File: src/rtl/pll_divider_planner_unit_defines.svh
// assertion macros shared by the planner rtl
`ifndef PLL_DIVIDER_PLANNER_UNIT_DEFINES_SVH
`define PLL_DIVIDER_PLANNER_UNIT_DEFINES_SVH

// same-cycle implication, held off during reset
`define PDP_ASSERT_IMP(lbl, clk, rst_n, pre, post, msg) \
  lbl: assert property (@(posedge clk) disable iff (!rst_n) (pre) |-> (post)) else $error(msg);

// next-cycle implication, held off during reset
`define PDP_ASSERT_NXT(lbl, clk, rst_n, pre, post, msg) \
  lbl: assert property (@(posedge clk) disable iff (!rst_n) (pre) |=> (post)) else $error(msg);

`endif

File: src/rtl/pdp_pkg.sv
package pdp_pkg;

  // field widths
  localparam int unsigned OP_W     = 2;
  localparam int unsigned REQ_W    = 32;
  localparam int unsigned RATE_W   = 36;
  localparam int unsigned FB_W     = 9;
  localparam int unsigned SEL_W    = 4;
  localparam int unsigned GAIN_W   = 3;
  localparam int unsigned CUR_W    = 3;
  localparam int unsigned PARENT_W = 27;
  localparam int unsigned RD_W     = 5;
  localparam int unsigned MHZ_W    = 13;
  localparam int unsigned VCO_W    = 12;
  localparam int unsigned PMHZ_W   = 8;
  localparam int unsigned CFG_IDX_W = 1;

  // serial divider geometry
  localparam int unsigned DIV_W = 36;
  localparam int unsigned DVS_W = 20;
  localparam int unsigned LEN_W = 6;

  // operation codes
  localparam logic [OP_W-1:0] OP_QUERY = 2'd0;
  localparam logic [OP_W-1:0] OP_ROUND = 2'd1;
  localparam logic [OP_W-1:0] OP_SET   = 2'd2;

  // configuration register indexes
  localparam logic [CFG_IDX_W-1:0] CFG_PARENT_RATE = 1'b0;
  localparam logic [CFG_IDX_W-1:0] CFG_REF_DIV     = 1'b1;

  // post divider select codes
  localparam logic [SEL_W-1:0] SEL_DIV1 = 4'd0;
  localparam logic [SEL_W-1:0] SEL_DIV2 = 4'd2;
  localparam logic [SEL_W-1:0] SEL_DIV4 = 4'd5;
  localparam logic [SEL_W-1:0] SEL_DIV8 = 4'd8;

  localparam logic [DVS_W-1:0] MHZ_HZ = 20'd1000000;

  // band limits in MHz
  localparam logic [MHZ_W-1:0] VCO_MIN   = 13'd1200;
  localparam logic [MHZ_W-1:0] VCO_MAX   = 13'd2500;
  localparam logic [MHZ_W-1:0] BAND2_MIN = 13'd600;
  localparam logic [MHZ_W-1:0] BAND4_MIN = 13'd300;
  localparam logic [MHZ_W-1:0] BAND8_MIN = 13'd150;

  localparam logic [PARENT_W-1:0] PARENT_RST = 27'd25000000;
  localparam logic [RD_W-1:0]     RD_RST     = 5'd1;

  // division lengths in cycles, one quotient bit each
  localparam logic [LEN_W-1:0] LEN_MHZ  = 6'd32;
  localparam logic [LEN_W-1:0] LEN_PMHZ = 6'd27;
  localparam logic [LEN_W-1:0] LEN_FB   = 6'd17;
  localparam logic [LEN_W-1:0] LEN_RATE = 6'd36;

  typedef struct packed {
    logic             start;
    logic [LEN_W-1:0] len;
    logic [DIV_W-1:0] dividend;
    logic [DVS_W-1:0] divisor;
  } pdp_div_req_t;

  // log2 of the post divide; only the four legal codes are ever stored
  function automatic logic [1:0] post_shift(input logic [SEL_W-1:0] sel);
    logic [1:0] sh;
    unique case (sel)
      SEL_DIV2: sh = 2'd1;
      SEL_DIV4: sh = 2'd2;
      SEL_DIV8: sh = 2'd3;
      default:  sh = 2'd0;
    endcase
    return sh;
  endfunction

  function automatic logic [GAIN_W-1:0] gain_of(input logic [VCO_W-1:0] vco);
    logic [GAIN_W-1:0] g;
    priority if (vco <= 12'd1350) g = 3'd1;
    else if (vco <= 12'd1550) g = 3'd2;
    else if (vco <= 12'd1750) g = 3'd3;
    else if (vco <= 12'd1950) g = 3'd4;
    else if (vco <= 12'd2150) g = 3'd5;
    else if (vco <= 12'd2400) g = 3'd6;
    else g = 3'd7;
    return g;
  endfunction

  function automatic logic [CUR_W-1:0] current_of(input logic [VCO_W-1:0] vco);
    logic [CUR_W-1:0] c;
    priority if (vco <= 12'd1500) c = 3'd2;
    else if (vco <= 12'd1800) c = 3'd3;
    else if (vco <= 12'd2100) c = 3'd4;
    else if (vco <= 12'd2400) c = 3'd5;
    else c = 3'd6;
    return c;
  endfunction

endpackage

File: src/rtl/pdp_in_if.sv
interface pdp_in_if import pdp_pkg::*; ();
  logic             valid;
  logic             ready;
  logic [OP_W-1:0]  operation;
  logic [REQ_W-1:0] requested_rate_hz;

  modport source (output valid, output operation, output requested_rate_hz, input ready);
  modport sink   (input valid, input operation, input requested_rate_hz, output ready);
endinterface

File: src/rtl/pdp_out_if.sv
interface pdp_out_if import pdp_pkg::*; ();
  logic              valid;
  logic              ready;
  logic [RATE_W-1:0] rate_hz;
  logic [FB_W-1:0]   feedback_div;
  logic [SEL_W-1:0]  post_div_select;
  logic [GAIN_W-1:0] vco_gain_band;
  logic [CUR_W-1:0]  loop_current_code;
  logic              status;

  modport source (output valid, output rate_hz, output feedback_div, output post_div_select,
                  output vco_gain_band, output loop_current_code, output status,
                  input ready);
  modport sink   (input valid, input rate_hz, input feedback_div, input post_div_select,
                  input vco_gain_band, input loop_current_code, input status,
                  output ready);
endinterface

File: src/rtl/pdp_serdiv.sv
module pdp_serdiv import pdp_pkg::*; (
  input  logic               clk_i,
  input  logic               rst_ni,
  input  pdp_div_req_t       req_i,
  output logic               busy_o,
  output logic               done_o,
  output logic [DIV_W-1:0]   quot_o
);

  // restoring divider, one quotient bit per cycle
  // the dividend arrives left-aligned; after len steps acc holds the quotient
  logic [LEN_W-1:0] cnt_q;
  logic             done_q;
  logic [DIV_W-1:0] acc_q;
  logic [DVS_W-1:0] rem_q, rem_d;
  logic [DVS_W-1:0] dvs_q;
  logic [DVS_W:0]   trial, diff;
  logic             ge;

  // trial subtract
  always_comb begin
    trial = {rem_q, acc_q[DIV_W-1]};
    diff  = trial - {1'b0, dvs_q};
    ge    = (trial >= {1'b0, dvs_q});
    rem_d = ge ? diff[DVS_W-1:0] : trial[DVS_W-1:0];
  end

  // step counter and done flag
  always_ff @(posedge clk_i or negedge rst_ni) begin
    if (!rst_ni) begin
      cnt_q  <= '0;
      done_q <= 1'b0;
    end else begin
      done_q <= (cnt_q == LEN_W'(1));
      if (req_i.start) begin
        cnt_q <= req_i.len;
      end else if (cnt_q != '0) begin
        cnt_q <= cnt_q - LEN_W'(1);
      end
    end
  end

  // shift registers
  always_ff @(posedge clk_i) begin
    if (req_i.start) begin
      acc_q <= req_i.dividend;
      rem_q <= '0;
      dvs_q <= req_i.divisor;
    end else if (cnt_q != '0) begin
      acc_q <= {acc_q[DIV_W-2:0], ge};
      rem_q <= rem_d;
    end
  end

  assign busy_o = (cnt_q != '0);
  assign done_o = done_q;
  assign quot_o = acc_q;

endmodule

File: src/rtl/pll_divider_planner_unit.sv
// PLL divider planner. Each transfer on req_i carries an operation (query, round or set) and a
// requested rate in Hz. Exactly one result transfer follows on rsp_o. All divisions share one
// restoring divider that retires one quotient bit per cycle, so the divisions an operation
// needs set its latency. The divisions that each operation runs:
// - a query, or unused code 3: one 36-bit rate division
// - a round or set outside the supported bands: the 32-bit MHz division plus the rate division
// - a round or set in band: MHz, parent MHz, feedback and rate divisions of 32, 27, 17 and 36
//   bits, or without the feedback division when the parent is below one MHz
// A zero reference divider skips the rate division. One request is in flight at a time. A new
// request can be taken once the previous result has landed in the output register. A stalled
// result holds the sequencer until the output register frees. Configuration writes on
// cfg_we_i must happen only while no request is outstanding.
`include "pll_divider_planner_unit_defines.svh"

module pll_divider_planner_unit import pdp_pkg::*; (
  input  logic                 clk_i,
  input  logic                 rst_ni,
  input  logic                 cfg_we_i,
  input  logic [CFG_IDX_W-1:0] cfg_idx_i,
  input  logic [PARENT_W-1:0]  cfg_wdata_i,
  pdp_in_if.sink               req_i,
  pdp_out_if.source            rsp_o
);

  localparam logic [2:0] S_IDLE   = 3'd0;
  localparam logic [2:0] S_MHZ    = 3'd1;
  localparam logic [2:0] S_PMHZ   = 3'd2;
  localparam logic [2:0] S_FB     = 3'd3;
  localparam logic [2:0] S_MUL    = 3'd4;
  localparam logic [2:0] S_RSTART = 3'd5;
  localparam logic [2:0] S_RATE   = 3'd6;
  localparam logic [2:0] S_DONE   = 3'd7;

  logic [2:0] state_q, state_d;

  // configuration and stored settings
  logic [PARENT_W-1:0] parent_q;
  logic [RD_W-1:0]     rd_q;
  logic [FB_W-1:0]     st_fb_q;
  logic [SEL_W-1:0]    st_sel_q;
  logic [GAIN_W-1:0]   st_gain_q;
  logic [CUR_W-1:0]    st_cur_q;

  // working registers
  logic [OP_W-1:0]   op_q;
  logic              status_q;
  logic [FB_W-1:0]   fb_q;
  logic [SEL_W-1:0]  sel_q;
  logic [GAIN_W-1:0] gain_q;
  logic [CUR_W-1:0]  cur_q;
  logic [VCO_W-1:0]  vco_q;
  logic [RATE_W-1:0] prod_q;
  logic [RATE_W-1:0] rate_q;

  // output register
  logic              ovalid_q;
  logic [RATE_W-1:0] orate_q;
  logic [FB_W-1:0]   ofb_q;
  logic [SEL_W-1:0]  osel_q;
  logic [GAIN_W-1:0] ogain_q;
  logic [CUR_W-1:0]  ocur_q;
  logic              ostat_q;

  // divider
  pdp_div_req_t     div_req;
  logic             div_busy, div_done;
  logic [DIV_W-1:0] div_quot;

  logic              accept, plan_op, out_free, in_band;
  logic [MHZ_W-1:0]  mhz_w;
  logic [PMHZ_W-1:0] pmhz_w;
  logic [SEL_W-1:0]  sel_w;
  logic [MHZ_W+2:0]  vco_ext;
  logic [VCO_W-1:0]  vco_w;
  logic [16:0]       fb_num;
  logic [RATE_W-1:0] prod_w;
  logic              set_commit, osel_legal;

  pdp_serdiv u_div (
    .clk_i  (clk_i),
    .rst_ni (rst_ni),
    .req_i  (div_req),
    .busy_o (div_busy),
    .done_o (div_done),
    .quot_o (div_quot)
  );

  assign req_i.ready = (state_q == S_IDLE);
  assign accept      = req_i.valid && req_i.ready;
  assign plan_op     = (req_i.operation == OP_ROUND) || (req_i.operation == OP_SET);
  assign out_free    = !ovalid_q || rsp_o.ready;

  // band selection from the truncated MHz request
  always_comb begin
    mhz_w   = div_quot[MHZ_W-1:0];
    pmhz_w  = div_quot[PMHZ_W-1:0];
    in_band = 1'b1;
    priority if (mhz_w >= VCO_MIN && mhz_w <= VCO_MAX) sel_w = SEL_DIV1;
    else if (mhz_w >= BAND2_MIN && mhz_w < VCO_MIN) sel_w = SEL_DIV2;
    else if (mhz_w >= BAND4_MIN && mhz_w < BAND2_MIN) sel_w = SEL_DIV4;
    else if (mhz_w >= BAND8_MIN && mhz_w < BAND4_MIN) sel_w = SEL_DIV8;
    else begin
      sel_w   = SEL_DIV1;
      in_band = 1'b0;
    end
    vco_ext = {3'b000, mhz_w} << post_shift(sel_w);
    vco_w   = vco_ext[VCO_W-1:0];
  end

  assign fb_num = 17'(vco_q) * 17'(rd_q);
  assign prod_w = RATE_W'(parent_q) * RATE_W'(fb_q);

  // sequencer and divider launch
  always_comb begin
    state_d          = state_q;
    div_req.start    = 1'b0;
    div_req.len      = LEN_RATE;
    div_req.dividend = prod_q;
    div_req.divisor  = {{(DVS_W-RD_W){1'b0}}, rd_q};
    unique case (state_q)
      S_IDLE: begin
        if (accept) begin
          if (plan_op) begin
            div_req.start    = 1'b1;
            div_req.len      = LEN_MHZ;
            div_req.dividend = {req_i.requested_rate_hz, {(DIV_W-REQ_W){1'b0}}};
            div_req.divisor  = MHZ_HZ;
            state_d          = S_MHZ;
          end else begin
            state_d = S_MUL;
          end
        end
      end
      S_MHZ: begin
        if (div_done) begin
          if (in_band) begin
            div_req.start    = 1'b1;
            div_req.len      = LEN_PMHZ;
            div_req.dividend = {parent_q, {(DIV_W-PARENT_W){1'b0}}};
            div_req.divisor  = MHZ_HZ;
            state_d          = S_PMHZ;
          end else begin
            state_d = S_MUL;
          end
        end
      end
      S_PMHZ: begin
        if (div_done) begin
          if (pmhz_w == '0) begin
            state_d = S_MUL;
          end else begin
            div_req.start    = 1'b1;
            div_req.len      = LEN_FB;
            div_req.dividend = {fb_num, {(DIV_W-17){1'b0}}};
            div_req.divisor  = {{(DVS_W-PMHZ_W){1'b0}}, pmhz_w};
            state_d          = S_FB;
          end
        end
      end
      S_FB: begin
        if (div_done) state_d = S_MUL;
      end
      S_MUL: begin
        state_d = S_RSTART;
      end
      S_RSTART: begin
        if (rd_q == '0) begin
          state_d = S_DONE;
        end else begin
          div_req.start = 1'b1;
          state_d       = S_RATE;
        end
      end
      S_RATE: begin
        if (div_done) state_d = S_DONE;
      end
      S_DONE: begin
        if (out_free) state_d = S_IDLE;
      end
    endcase
  end

  // control state, configuration, stored settings, output valid
  always_ff @(posedge clk_i or negedge rst_ni) begin
    if (!rst_ni) begin
      state_q   <= S_IDLE;
      parent_q  <= PARENT_RST;
      rd_q      <= RD_RST;
      st_fb_q   <= '0;
      st_sel_q  <= SEL_DIV1;
      st_gain_q <= '0;
      st_cur_q  <= '0;
      ovalid_q  <= 1'b0;
    end else begin
      state_q <= state_d;
      if (cfg_we_i) begin
        unique case (cfg_idx_i)
          CFG_PARENT_RATE: parent_q <= cfg_wdata_i;
          CFG_REF_DIV:     rd_q     <= cfg_wdata_i[RD_W-1:0];
        endcase
      end
      if (state_q == S_DONE && out_free) begin
        ovalid_q <= 1'b1;
        if (op_q == OP_SET && !status_q) begin
          st_fb_q   <= fb_q;
          st_sel_q  <= sel_q;
          st_gain_q <= gain_q;
          st_cur_q  <= cur_q;
        end
      end else if (rsp_o.ready) begin
        ovalid_q <= 1'b0;
      end
    end
  end

  // working datapath
  always_ff @(posedge clk_i) begin
    if (accept) begin
      op_q     <= req_i.operation;
      status_q <= 1'b0;
      fb_q     <= st_fb_q;
      sel_q    <= st_sel_q;
      gain_q   <= st_gain_q;
      cur_q    <= st_cur_q;
    end
    if (state_q == S_MHZ && div_done) begin
      if (in_band) begin
        sel_q  <= sel_w;
        vco_q  <= vco_w;
        gain_q <= gain_of(vco_w);
        cur_q  <= current_of(vco_w);
      end else begin
        status_q <= 1'b1;
      end
    end
    if (state_q == S_PMHZ && div_done && pmhz_w == '0) fb_q <= '0;
    if (state_q == S_FB && div_done) fb_q <= div_quot[FB_W-1:0];
    if (state_q == S_MUL) prod_q <= prod_w;
    if (state_q == S_RSTART && rd_q == '0) rate_q <= '0;
    // post divide is a power of two, so it is a shift of the quotient
    if (state_q == S_RATE && div_done) rate_q <= div_quot >> post_shift(sel_q);
    if (state_q == S_DONE && out_free) begin
      orate_q <= rate_q;
      ofb_q   <= fb_q;
      osel_q  <= sel_q;
      ogain_q <= gain_q;
      ocur_q  <= cur_q;
      ostat_q <= status_q;
    end
  end

  assign rsp_o.valid             = ovalid_q;
  assign rsp_o.rate_hz           = orate_q;
  assign rsp_o.feedback_div      = ofb_q;
  assign rsp_o.post_div_select   = osel_q;
  assign rsp_o.vco_gain_band     = ogain_q;
  assign rsp_o.loop_current_code = ocur_q;
  assign rsp_o.status            = ostat_q;

  // terms for the checks
  assign set_commit = (state_q == S_DONE) && out_free && (op_q == OP_SET) && !status_q;
  assign osel_legal = (osel_q == SEL_DIV1) || (osel_q == SEL_DIV2) || (osel_q == SEL_DIV4) ||
                      (osel_q == SEL_DIV8);

  // checks
  `PDP_ASSERT_IMP(a_div_start_idle, clk_i, rst_ni, div_req.start, !div_busy, "start while busy")
  `PDP_ASSERT_NXT(a_set_fb, clk_i, rst_ni, set_commit, st_fb_q == $past(fb_q), "fb not stored")
  `PDP_ASSERT_NXT(a_set_sel, clk_i, rst_ni, set_commit, st_sel_q == $past(sel_q), "sel not stored")
  `PDP_ASSERT_IMP(a_sel_legal, clk_i, rst_ni, ovalid_q, osel_legal, "illegal post divider select")

endmodule

File: src/flat_wrapper.sv
// flat-port wrapper written by rule: the top's interface ports become plain ports
module pll_divider_planner_unit_flat import pdp_pkg::*;
  (clk_i, rst_ni, cfg_we_i, cfg_idx_i, cfg_wdata_i, req_i_valid, req_i_operation, req_i_requested_rate_hz, req_i_ready, rsp_o_valid, rsp_o_rate_hz, rsp_o_feedback_div, rsp_o_post_div_select, rsp_o_vco_gain_band, rsp_o_loop_current_code, rsp_o_status, rsp_o_ready);
  pdp_in_if req_i_i ();
  pdp_out_if rsp_o_i ();
  input  logic clk_i;
  input  logic rst_ni;
  input  logic cfg_we_i;
  input  logic [CFG_IDX_W-1:0] cfg_idx_i;
  input  logic [PARENT_W-1:0] cfg_wdata_i;
  input wire logic [$bits(req_i_i.valid)-1:0] req_i_valid;
  input wire logic [$bits(req_i_i.operation)-1:0] req_i_operation;
  input wire logic [$bits(req_i_i.requested_rate_hz)-1:0] req_i_requested_rate_hz;
  output wire logic [$bits(req_i_i.ready)-1:0] req_i_ready;
  output wire logic [$bits(rsp_o_i.valid)-1:0] rsp_o_valid;
  output wire logic [$bits(rsp_o_i.rate_hz)-1:0] rsp_o_rate_hz;
  output wire logic [$bits(rsp_o_i.feedback_div)-1:0] rsp_o_feedback_div;
  output wire logic [$bits(rsp_o_i.post_div_select)-1:0] rsp_o_post_div_select;
  output wire logic [$bits(rsp_o_i.vco_gain_band)-1:0] rsp_o_vco_gain_band;
  output wire logic [$bits(rsp_o_i.loop_current_code)-1:0] rsp_o_loop_current_code;
  output wire logic [$bits(rsp_o_i.status)-1:0] rsp_o_status;
  input wire logic [$bits(rsp_o_i.ready)-1:0] rsp_o_ready;
  assign req_i_i.valid = req_i_valid;
  assign req_i_i.operation = req_i_operation;
  assign req_i_i.requested_rate_hz = req_i_requested_rate_hz;
  assign req_i_ready = req_i_i.ready;
  assign rsp_o_valid = rsp_o_i.valid;
  assign rsp_o_rate_hz = rsp_o_i.rate_hz;
  assign rsp_o_feedback_div = rsp_o_i.feedback_div;
  assign rsp_o_post_div_select = rsp_o_i.post_div_select;
  assign rsp_o_vco_gain_band = rsp_o_i.vco_gain_band;
  assign rsp_o_loop_current_code = rsp_o_i.loop_current_code;
  assign rsp_o_status = rsp_o_i.status;
  assign rsp_o_i.ready = rsp_o_ready;
  pll_divider_planner_unit u_core (.clk_i(clk_i), .rst_ni(rst_ni), .cfg_we_i(cfg_we_i), .cfg_idx_i(cfg_idx_i), .cfg_wdata_i(cfg_wdata_i), .req_i(req_i_i), .rsp_o(rsp_o_i));
endmodule
File: config.mk
export PLATFORM = sky130hd
export DESIGN_NAME = pll_divider_planner_unit_flat
export DESIGN_NICKNAME = d
export VERILOG_FILES = /design/src/rtl/pdp_pkg.sv /design/src/rtl/pdp_in_if.sv /design/src/rtl/pdp_out_if.sv /design/src/rtl/pdp_serdiv.sv /design/src/rtl/pll_divider_planner_unit.sv /design/src/flat_wrapper.sv
export VERILOG_INCLUDE_DIRS = /design/src /design/src/rtl
export SDC_FILE = /design/constraint.sdc
export NUM_CORES = 1
export LEC_CHECK = 0
export ABC_CLOCK_PERIOD_IN_PS = 6490
export BUFFER_PORTS_ARGS = -buffer_cell sky130_fd_sc_hd__buf_2
export CAP_MARGIN = 20
export CORE_UTILIZATION = 35
export DETAILED_ROUTE_END_ITERATION = 8
export GPL_ROUTABILITY_DRIVEN = 0
export PLACE_DENSITY = 0.54
export SYNTH_ARGS = -nofsm -noshare
export SYNTH_HDL_FRONTEND = slang
export SYNTH_SLANG_ARGS = --single-unit
File: constraint.sdc
create_clock -name clk_i -period 6.49 [get_ports clk_i]
set_input_delay 1.298 -clock clk_i [delete_from_list [all_inputs] [get_ports clk_i]]
set_output_delay 1.298 -clock clk_i [all_outputs]
set_load 0.02 [all_outputs]
==> impl_metrics.ini, run 1 <==
[synthesis]
avgSynthCellArea_um2 = 10.34
netlist_instances = 2227
ys_warn_count = 0
ys_types = 89
synthArstFlopShare = 0.2145
syn-cell-area_um2 = 23030
synth_nets = 2598
synth_edf_count = 196
synth_top_area_cell = edfxtp_1
netlist_top_cells_area = edfxtp_1, fa_1, dfrtp_1
yosysSeqAreaShare = 0.3506
ys_ff_latch = 289
synthFlopType = edfxtp_1
synth_top_area_frac = 0.2556

[pwr]
p_sw_mw = 7.372
cellPowerDensity_nw_per_um2 = 636.2
swShare = 0.4508
ir_drop_mv = 0.6463
power_frac_seq = 0.173
power.internal_mw = 8.982
p_leak_nw = 10.62
clock_power_share = 0.121
pwr-share-comb = 0.706

[placed_design]
dp_hpwl_um = 48830
dp.cells = 3111
io_buffers = 124
post-place-ws_ps = 483.2
place_area_um2 = 24530

[sta]
fin_skew_ps = 12.65
min_period_over_period = 0.9290
final.setup.worst_slack_ps = 460.9
tightest_slew_ps = 1038
finalSetupViolations = 0
hold_violations = 0
fmax_ghz = 0.1659
slew_violations = 0
min_period_ps = 6029
rsz0062_at_grt = false
max_slew_margin = 0.3078
finalSetupTns_ps = 0

[worst_setup_path]
cpMaxStageDelayCell = edfxtp_1
cp.required_ps = 6790
path_cells = buf_4, nand2_1, fa_1, inv_1, fa_1, fa_1, fa_1, ha_1, and3_1, a31oi_1, o21ai_0, o211ai_1, a41oi_1, a2111oi_0, buf_4, o21bai_1, a31oi_1, xnor2_1
path_common_cell = fa_1
critical_path_class = register to register
start_kind = register
critPathTopFamily = adder cells
path_buf_inv = 3
cp-end-kind = register
cp_slowest_stage_delay_ps = 630
crit_arrival_ps = 6330
crit_fanout = 20

[clocking]
ctsHtreeMaxLevel = 2
cts_tree = yes
ctsResizeCount = 0
postCtsSetupBuffers = 0
cts_hold_buf = 0
cts_made_buffers = 36
cts_buffer_depth = 3
clock_latency_ps = 550
clock-root-buffer = clkbuf_16
cts.sinks = 289
path_clk_slew_ps = 60

[cells_and_area]
stdcell_area_um2 = 25710
utilization = 0.3973
multi_input_area_um2 = 13670
nets = 2666
fin_cells = 3177
fill_cells = 6347
seq_area_um2 = 8074
layout_commonest_cell = nand2_1
mostFrequentLayoutCells = nand2_1, inv_1, fa_1, edfxtp_1, and2_1
drive_above_1_share = 0.1529
num_antenna_cells = 0
area_growth_pct = 11.62

[die]
die_w_um = 258.5
fp.coreArea_um2 = 64700
start_util = 0.3560
dieArea_um2 = 66830
dieHeight_um = 258.5
rows = 93
ios = 125

[grt]
overflow = 0
grt.total_usage = 0.1938
grt_pass1_wl_um = 100400
antenna_found_initial = 0
grt_max_degree = 63
grt_pass1_vias = 17406

[route]
drt-pass1-iter-count = 5
drt_wl_total_um = 64340
drtAntennaViolNets = 0
num_vias = 17019
drt-initial-drc-count = 1433
routedWlPerCell_um = 20.25
drc = 0
avgViaCountPerCell = 5.357

[status]
outcome = finished clean

[worst_hold_path]
hold_class = register to register

[job]
drv_cap = 0
-- area by class of cell --
cell class	instances	share of cell area
Tap cell	855	0.04162
Sequential cell	289	0.3141
Clock buffer	45	0.03884
Clock inverter	20	0.006230
Inverter	215	0.03149
Multi-Input combinational cell	1590	0.5318
Timing Repair Buffer	163	0.03592
-- path summary, 6_finish.rpt --
check,from,to,slack (ps),cells past startpoint
min in group asynchronous,rst_ni,u_core.st_sel_q[0],910,1
hold / removal,u_core.rate_q[3],u_core.rsp_o.rate_hz[3],420,0
setup / recovery,u_core.fb_q[8],u_core.prod_q[34],460,18
setup reg to reg,u_core.fb_q[8],u_core.prod_q[34],460,18
hold reg to reg,u_core.rate_q[3],u_core.rsp_o.rate_hz[3],420,0
max in group asynchronous,rst_ni,u_core.parent_q[10],4940,1
-- per-stage QoR --
step | power, mW | hold WS, ps
after floorplan | 11.79 | 400.3
after global placement | 14.17 | 410.7
after detailed placement | 14.34 | 405.4
after CTS | 16.41 | 418.4
after global routing | 17.97 | 427.6
final | 16.35 | 416.0
-- worst register-to-register path, stage by stage, from the launching register on --
cell and delay (ps):
edfxtp_1 630, buf_4 350, nand2_1 140, fa_1 570, inv_1 60, fa_1 500
fa_1 530, fa_1 490, ha_1 350, and3_1 200, a31oi_1 170, o21ai_0 150
o211ai_1 400, a41oi_1 270, a2111oi_0 420, buf_4 190, o21bai_1 70, a31oi_1 200
xnor2_1 90
-- layer usage --
layer	vias up	global-route usage	share of wire	wire, µm
met5	-	0	0	0
met4	0	0.04964	0.022	1442
met3	90	0.03042	0.067	4279
met2	620	0.3182	0.46	29790
met1	8505	0.2662	0.45	28830
li1	7804	-	-	-
-- cells in the mapped netlist (30+ instances only) --
| cell | count |
|---|---|
| a21oi_1 | 98 |
| inv_1 | 213 |
| nor2b_1 | 43 |
| xnor2_1 | 47 |
| o21ai_0 | 66 |
| edfxtp_1 | 196 |
| fa_1 | 207 |
| dfxtp_1 | 31 |
| nand2_1 | 289 |
| dfrtp_1 | 49 |
| nor2_1 | 105 |
| nand3_1 | 30 |
| clkbuf_1 | 115 |
| mux2i_1 | 30 |
| mux2_2 | 59 |
| ha_1 | 97 |
| and2_1 | 137 |
-- state kept, by name, indices dropped and copies added (netlist names), 4 cells and up --
register                      flops
u_core.parent_q                  27
u_core.u_div.dvs_q                9
u_core.rsp_o.feedback_div         9
u_core.st_sel_q                   4
u_core.fb_q                       9
u_core.rate_q                    36
u_core.u_div.cnt_q                6
u_core.sel_q                      4
u_core.vco_q                     12
u_core.rsp_o.post_div_select      4
u_core.rsp_o.rate_hz             36
u_core.prod_q                    36
u_core.u_div.quot_o              36
u_core.u_div.rem_q               20
u_core.st_fb_q                    9
u_core.rd_q                       5
-- cell families (layout without fill, tap and decap cells) --
| group | after synthesis | count (layout) | share of synthesized area |
|---|---|---|---|
| mux | 112 | 112 | 0.06438 |
| flops | 289 | 289 | 0.3506 |
| buf+inv | 348 | 443 | 0.05829 |
| simple gates | 712 | 712 | 0.1497 |
| xor+xnor | 61 | 61 | 0.02320 |
| compound gates | 401 | 401 | 0.1213 |
| fa+ha+maj | 304 | 304 | 0.2326 |
-- power by group through the flow --
stage	registers [mW]	clock network, mW	logic [mW]
after CTS	2.83	2.04	11.5
after detailed placement	2.86	0	11.5
after global routing	2.84	2.10	13.0
after global placement	2.86	0	11.3
after floorplan	2.74	0	9.05
final	2.83	1.98	11.5
Note: power is estimated with default switching activity, not from simulation.
==> run 2: changes to the inputs <==
--- a/config.mk
+++ b/config.mk
@@ -9,10 +9,11 @@
 export ABC_CLOCK_PERIOD_IN_PS = 6490
 export BUFFER_PORTS_ARGS = -buffer_cell sky130_fd_sc_hd__buf_2
 export CAP_MARGIN = 20
-export CORE_UTILIZATION = 35
+export CORE_UTILIZATION = 30
 export DETAILED_ROUTE_END_ITERATION = 8
 export GPL_ROUTABILITY_DRIVEN = 0
-export PLACE_DENSITY = 0.54
+export GPL_TIMING_DRIVEN = 0
+export PLACE_DENSITY = 0.48
 export SYNTH_ARGS = -nofsm -noshare
 export SYNTH_HDL_FRONTEND = slang
 export SYNTH_SLANG_ARGS = --single-unit
==> impl_metrics.ini, run 2 (synthesized netlist as in run 1, its figures left out) <==
[worst_setup_path]
path_cells = clkbuf_1, and2_1, ha_1, inv_1, fa_1, inv_1, ha_1, inv_1, fa_1, fa_1, nor2b_1, o21a_1, o21ai_0, a211oi_1, o211ai_1, a41oi_1, a2111oi_4, o21bai_1, a31oi_1, xnor2_1
r2r-start = u_core.fb_q[4]
path_buf_inv = 4
start_kind = register
crit_arrival_ps = 6430
cp-end-kind = register
critical_path_class = register to register
cp_slowest_stage_delay_ps = 580
cp.required_ps = 6780
critPathTopFamily = compound AO/OA/AOI/OAI gates
crit_fanout = 10
cpMaxStageDelayCell = clkbuf_1
crit_start = u_core.fb_q[4]

[grt]
grt_max_degree = 37
antenna_found_initial = 1
grt.total_usage = 0.1909
grt_pass1_wl_um = 111900
grt_pass1_vias = 17904
overflow = 0

[cells_and_area]
drive_above_1_share = 0.1483
num_antenna_cells = 0
fin_cells = 3465
layout_commonest_cell = nand2_1
utilization = 0.3481
mostFrequentLayoutCells = nand2_1, inv_1, fa_1, edfxtp_1, and2_1
nets = 2779
area_growth_pct = 14.80

[sta]
finalSetupViolations = 0
hold_violations = 0
slew_violations = 0
rsz0062_at_grt = false
min_period_ps = 6141
fin_skew_ps = 36.70
tightest_slew_ps = 1187
fmax_ghz = 0.1628
min_period_over_period = 0.9462
max_slew_margin = 0.2046

[clocking]
cts_hold_buf = 0
cts_buffer_depth = 3
cts_tree = yes
ctsHtreeMaxLevel = 2
cts_made_buffers = 36
cts.sinks = 289
clock_latency_ps = 560
path_clk_slew_ps = 60
clock-root-buffer = clkbuf_16

[placed_design]
dp.cells = 3389
io_buffers = 124
dp_hpwl_um = 58330

[die]
dieHeight_um = 279.1
die_w_um = 279.1
dieArea_um2 = 77880
start_util = 0.3032
fp.coreArea_um2 = 75950
ios = 125
rows = 101

[pwr]
cellPowerDensity_nw_per_um2 = 624.6
p_leak_nw = 10.81
ir_drop_mv = 0.5552

[route]
avgViaCountPerCell = 5.119
drt_wl_total_um = 74300
drtAntennaViolNets = 0
drt-initial-drc-count = 1650
num_vias = 17737
drt-pass1-iter-count = 8
drc = 0
routedWlPerCell_um = 21.44

[job]
drv_cap = 0

[status]
outcome = finished clean

[worst_hold_path]
min_from = u_core.rate_q[9]
hold_class = register to register
-- run 2: cell count changes in the layout (fill, tap and decap cells not counted), moves of 4 or more --
cell,change
clkbuf_2,+11
clkbuf_1,+95
buf_1,+8
buf_4,-18
buf_6,+4
buf_2,+5
buf_12,+8
-- run 2: cell type report --
class                   instances  area [µm²]
multi-input cells            1590       13660
clock inverters                18       136.4
fillers                      7652       49510
inverters                     215       809.5
clock buffers                  47       962.2
plain buffers                 119       491.7
well taps                    1030        1289
flip-flops and latches        289        8074
repair buffers                157        1015
-- run 2: per-stage QoR --
step	TNS, ps	worst slack (ps)	hold WS, ps	total power [mW]	cell area, µm²
finish	0	348.9	415.9	16.51	26440
CTS	0	62.22	420.8	16.45	26420
global route	0	36.11	425.2	18.10	26440
global placement	-26370	-1394	407.0	14.22	24940
detailed placement	-2516	-837.9	404.5	14.35	25100
floorplan	0	912.0	400.3	11.79	23030
-- run 2: power breakdown --
| part | switching (mW) | leakage (nW) | total (mW) | internal, mW |
|---|---|---|---|---|
| sequential | 0.0592 | 2.57 | 2.75 | 2.69 |
| clock | 0.830 | 0.535 | 1.92 | 1.09 |
| combinational | 6.64 | 7.71 | 11.8 | 5.20 |
-- run 2: repair_timing --
| item | 4_1_cts | 5_1_grt |
|---|---|---|
| gates resized for setup | 10 | 3 |
| buffers inserted | 21 | 3 |
| endpoints found under the hold margin | 0 | 0 |
| setup endpoints to repair | 5 | 3 |
| gates cloned | 0 | 0 |
| pin swaps | 0 | 1 |
-- run 2: worst reg2reg max path, cell delays in order (launching register included) --
cell and delay [ps]:
edfxtp_1 560, clkbuf_1 580, and2_1 240, ha_1 150, inv_1 50, fa_1 530, inv_1 40, ha_1 270
inv_1 50, fa_1 520, fa_1 470, nor2b_1 130, o21a_1 160, o21ai_0 150, a211oi_1 510, o211ai_1 280
a41oi_1 550, a2111oi_4 180, o21bai_1 180, a31oi_1 110, xnor2_1 150
-- run 2: worst paths after layout --
check	to	slack (ps)	cells past startpoint
max reg2reg	u_core.prod_q[34]	350	20
max	u_core.prod_q[34]	350	20
min	u_core.rsp_o.rate_hz[9]	420	0
max in group asynchronous	u_core.parent_q[6]	5140	2
min in group asynchronous	u_core.st_sel_q[1]	670	1
min reg2reg	u_core.rsp_o.rate_hz[9]	420	0
-- run 2: layer usage --
metal | vias to the layer above | routed length (µm) | track usage
met3 | 115 | 4842 | 0.03021
met2 | 629 | 34400 | 0.3120
met1 | 8967 | 32680 | 0.2583
met4 | 0 | 2368 | 0.05917
met5 | - | 0 | 0
li1 | 8026 | - | -
